[src/rtl/mtg_pkg.sv]
`default_nettype none
package mtg_pkg;

  localparam int unsigned STATE_WORDS  = 624;
  localparam int unsigned TWIST_OFFSET = 397;
  localparam int unsigned ADDR_W       = $clog2(STATE_WORDS);

  localparam logic [31:0] TWIST_MATRIX = 32'h9908_B0DF;
  localparam logic [31:0] TEMPER_B     = 32'h9D2C_5680;
  localparam logic [31:0] TEMPER_C     = 32'hEFC6_0000;
  localparam logic [31:0] SEED_MULT    = 32'd69069;
  localparam logic [31:0] DEFAULT_SEED = 32'd4357;
  localparam logic [31:0] UPPER_MASK   = 32'h8000_0000;
  localparam logic [31:0] LOWER_MASK   = 32'h7FFF_FFFF;

  localparam logic [ADDR_W-1:0] LAST_ADDR = ADDR_W'(STATE_WORDS - 1);
  localparam logic [ADDR_W-1:0] FAR_START = ADDR_W'(TWIST_OFFSET);

  localparam logic OP_DRAW = 1'b0;
  localparam logic OP_SEED = 1'b1;

  typedef logic [ADDR_W-1:0] addr_t;

  typedef struct packed {
    logic        we;
    addr_t       waddr;
    logic [31:0] wdata;
    logic        re_a;
    addr_t       raddr_a;
    logic        re_b;
    addr_t       raddr_b;
  } store_ctrl_t;

  typedef enum logic [6:0] {
    ST_IDLE    = 7'b0000001,
    ST_FILL    = 7'b0000010,
    ST_TW_PRE  = 7'b0000100,
    ST_TW_PRE2 = 7'b0001000,
    ST_TWIST   = 7'b0010000,
    ST_READ    = 7'b0100000,
    ST_DELIVER = 7'b1000000
  } state_t;

  function automatic addr_t wrap_inc(input addr_t a);
    return (a == LAST_ADDR) ? '0 : addr_t'(a + 1'b1);
  endfunction

  function automatic logic [31:0] temper(input logic [31:0] w);
    logic [31:0] y;
    y = w;
    y = y ^ (y >> 11);
    y = y ^ ((y << 7) & TEMPER_B);
    y = y ^ ((y << 15) & TEMPER_C);
    y = y ^ (y >> 18);
    return y;
  endfunction

endpackage
`default_nettype wire

[src/rtl/mtg_out_stage.sv]
`default_nettype none
module mtg_out_stage
  import mtg_pkg::*;
(
  input  wire logic        clk,
  input  wire logic        rst,
  input  wire logic        load,
  input  wire logic [31:0] word,
  input  wire logic        fold_en,
  input  wire logic        out_ready,
  output logic             out_valid,
  output logic [31:0]      random_word
);

  logic [31:0] tempered;
  logic [31:0] folded;

  // negating the most negative word gives it back unchanged
  always_comb begin
    tempered = temper(word);
    folded   = (fold_en && (tempered & UPPER_MASK) != '0) ? (~tempered + 32'd1) : tempered;
  end

  always_ff @(posedge clk) begin
    if (rst) begin
      out_valid <= 1'b0;
    end else if (load) begin
      out_valid <= 1'b1;
    end else if (out_ready) begin
      out_valid <= 1'b0;
    end
  end

  always_ff @(posedge clk) begin
    if (load) random_word <= folded;
  end

endmodule
`default_nettype wire

[config.mk]
export PLATFORM = sky130hd
export DESIGN_NAME = mtg_out_stage
export DESIGN_NICKNAME = d
export VERILOG_FILES = /design/src/rtl/mtg_pkg.sv /design/src/rtl/mtg_out_stage.sv
export SDC_FILE = /design/constraint.sdc
export NUM_CORES = 1
export LEC_CHECK = 0
export ABC_AREA = 1
export BUFFER_PORTS_ARGS = -buffer_cell sky130_fd_sc_hd__buf_4
export CORE_MARGIN = 2
export CORE_UTILIZATION = 53
export CTS_BUF_LIST = sky130_fd_sc_hd__clkbuf_4
export CTS_CLUSTER_DIAMETER = 60
export DETAILED_ROUTE_END_ITERATION = 16
export MAX_ROUTING_LAYER = met4
export PLACE_DENSITY = 0.78
export SLEW_MARGIN = 5
export SYNTH_ARGS = -nofsm -noshare
export SYNTH_HDL_FRONTEND = slang
export SYNTH_SLANG_ARGS = --single-unit
[constraint.sdc]
create_clock -name clk -period 4.9 [get_ports clk]
set_clock_uncertainty 0.15 [all_clocks]
set_input_delay 0.49 -clock clk [delete_from_list [all_inputs] [get_ports clk]]
set_output_delay 0.49 -clock clk [all_outputs]
set_load 0.05 [all_outputs]
==> flow_summary.yaml <==
critical_path:
  crit_path_start_kind: "input port"
  crit_arrival_ps: 2480
  cpMostUsedCell: "nand2_1"
  crit_type: "input port to flop"
  cpMaxStageDelayCell: "nor2_4"
  worstPathRequired_ps: 4860
  crit_fanout: 7
  crit_family: "simple AND/OR/NAND/NOR gates"
  crit_path_end_kind: "flop"
  cpPeakStageDelay_ps: 200
  path_cells: "buf_4 -> inv_2 -> nand2_1 -> nand2_2 -> nand2_1 -> nand3_1 -> nand2_2 -> nand2_1 -> nand2_2 -> inv_1 -> ha_1 -> nand2_1 -> nor2_2 -> nand3_2 -> nor2_4 -> nand3_1 -> nand2_1 -> nand2_1 -> nand2_1 -> nand2_1"
  cp_num_buf_inv: 3
routing:
  wl_mm: 9.31
  via_count: 3465
  vias_per_cell: 5.22
  ant_nets: 0
  drc: 0
  avgRoutedWirePerCell_um: 14.0
  drt_pre_antenna_iters: 7
  drtIter0Drc: 240
global_route:
  grt_pass1_vias: 3192
  grt-ovfl-total: 0
  grt_max_degree: 36
  gr-usage-all-layers: 0.279
  grt_antenna_before_repair: 0
  grt_pass1_wl_mm: 15.1
synth:
  synth_top_family_by_area: "simple AND/OR/NAND/NOR gates"
  synthCells: 515
  ys_ff_latch: 33
  ys_seq_area_frac: 0.295
  synth_mux_area_frac: 0
  synth_nets: 553
  synth_compound_area_frac: 0.0188
  synthXorXnorAreaFrac: 0.0888
  synthTopCellsByArea: "edfxtp_1 (29%), nand2_1 (25%), nand3_1 (7.2%)"
  syn_area_um2: 3330
  yosysWarnings: 0
  yosysUniqueCellTypes: 31
  yosys.area_share.simple: 0.506
  syn_avg_cell_area_um2: 6.46
  synth_top_area_cell: "edfxtp_1"
  synth_adder_area_share: 0.00376
  synth_top_area_share: 0.289
cts:
  cts_hold_buf: 0
  cts_buffers: 5
  htree_levels: 2
  cts_sinks: 33
  clockBufferDepth: 2
  cts_setup_buffers: 0
  clkTransAtPathRegs_ps: 100
  cts_root_buf: "clkbuf_4"
  clk_latency_ps: 340
  tritoncts: "done"
  ctsResizeCount: 0
placement:
  dpl_cell_area_um2: 3900
  dp_cells: 656
  gp_congestion: 0.955
  dp_worst_setup_slack_ps: 2030
  portBuffers: 69
  dp_hpwl_mm: 7.66
timing:
  rsz0062_at_grt: "false"
  period_needed_ps: 2520
  fin_ws_ps: 2380
  whs_ps: 141
  worstMarginPinSlew_ps: 573
  final-hold-violation-count: 0
  timing.fmax_mhz: 397
  tns_ps: 0
  final.period_utilization: 0.514
  slew_headroom: 0.615
  drv_slew: 0
  setup_viol: 0
finish:
  fillers: 594
  drive_gt1_frac: 0.255
  final_util: 0.661
  area.growth.synth_to_final_pct: 19.0
  nets: 626
  num_antenna_cells: 0
  postLayoutCellArea_um2: 3960
  layout_commonest_cell: "nand2_1"
  layout_common_cells: "nand2_1 (224), buf_4 (69), inv_1 (50)"
  stdcell_count: 664
power:
  leakage_nw: 2.06
  power.density_nw_per_um2: 305
  vdd_drop_max_mv: 0.261
  finalPower_mw: 1.21
run_status:
  status: "finished clean"
hold_path:
  hold_class: "input port to flop"
floorplan:
  start_util: 0.555
  num_rows: 28
  fp.dieW_um: 83.2
  core_um2: 5990
  ios: 70
  die_y_um: 83.2
  die_area_um2: 6920
job:
  cap_violations: 0
## power breakdown
group / switching (mW) / internal, mW
Combinational: 0.467 / 0.192
Sequential: 0.0152 / 0.378
Clock: 0.0967 / 0.0601
Total: 0.578 / 0.630
## routing by layer
metal,GRT usage,share of wire,vias up
met1,0.351,0.42,1554
met5,-,0,-
met2,0.474,0.49,133
li1,-,-,1762
met4,0.0894,0.026,0
met3,0.0239,0.062,16
## cell usage after synthesis
| cell | instances |
|---|---|
| nand2_1 | 224 |
| inv_1 | 50 |
| nand3_1 | 48 |
| nand2_2 | 34 |
| edfxtp_1 | 32 |
| nor2_1 | 31 |
| inv_2 | 16 |
| xor2_1 | 15 |
| xnor2_1 | 10 |
| nand4_1 | 9 |
| nand3_2 | 7 |
| nor2_2 | 4 |
| nor2_4 | 4 |
| and2_1 | 3 |
| buf_6 | 3 |
| o21ai_0 | 3 |
| o21ai_1 | 3 |
| xnor2_2 | 3 |
| a21oi_1 | 2 |
| nor3_1 | 2 |
| o211ai_1 | 2 |
| clkinv_1 | 1 |
| clkinv_2 | 1 |
| dfxtp_1 | 1 |
| ha_1 | 1 |
| nor2_8 | 1 |
| nor3_2 | 1 |
| nor3b_2 | 1 |
| o31ai_1 | 1 |
| or2_0 | 1 |
| xor2_4 | 1 |
## final timing paths
| kind | slack [ps] | from | to | cells after the start |
|---|---|---|---|---|
| hold reg to reg | 370 | out_valid$_SDFFE_PP0P_ | out_valid$_SDFFE_PP0P_ | 2 |
| hold / removal | 140 | rst | out_valid$_SDFFE_PP0P_ | 2 |
| setup reg to reg | 4140 | out_valid$_SDFFE_PP0P_ | out_valid$_SDFFE_PP0P_ | 2 |
| setup / recovery | 2380 | word[11] | random_word[22]$_DFFE_PP_ | 20 |
## state kept, by name, summed over array words and instances (netlist names)
| register | count |
|---|---|
| out_valid | 1 |
| random_word | 32 |
## cells by family (layout without fill, tap and decap cells)
kind of cell,Yosys count,in the layout
simple gates,370,370
compound gates,11,11
xor+xnor,29,29
buf+inv,71,145
flops,33,33
fa+ha+maj,1,1
## cell type report
class	count	area [um2]	share of cell area
tap	75	93.8	0.0237
multi-input combinational	411	2050	0.519
inverter	68	256	0.0648
clock inverter	2	10.0	0.00253
timing repair buffer	69	518	0.131
sequential	33	981	0.248
clock buffer	6	45.0	0.0114
Power figures use the tool's default switching activity.
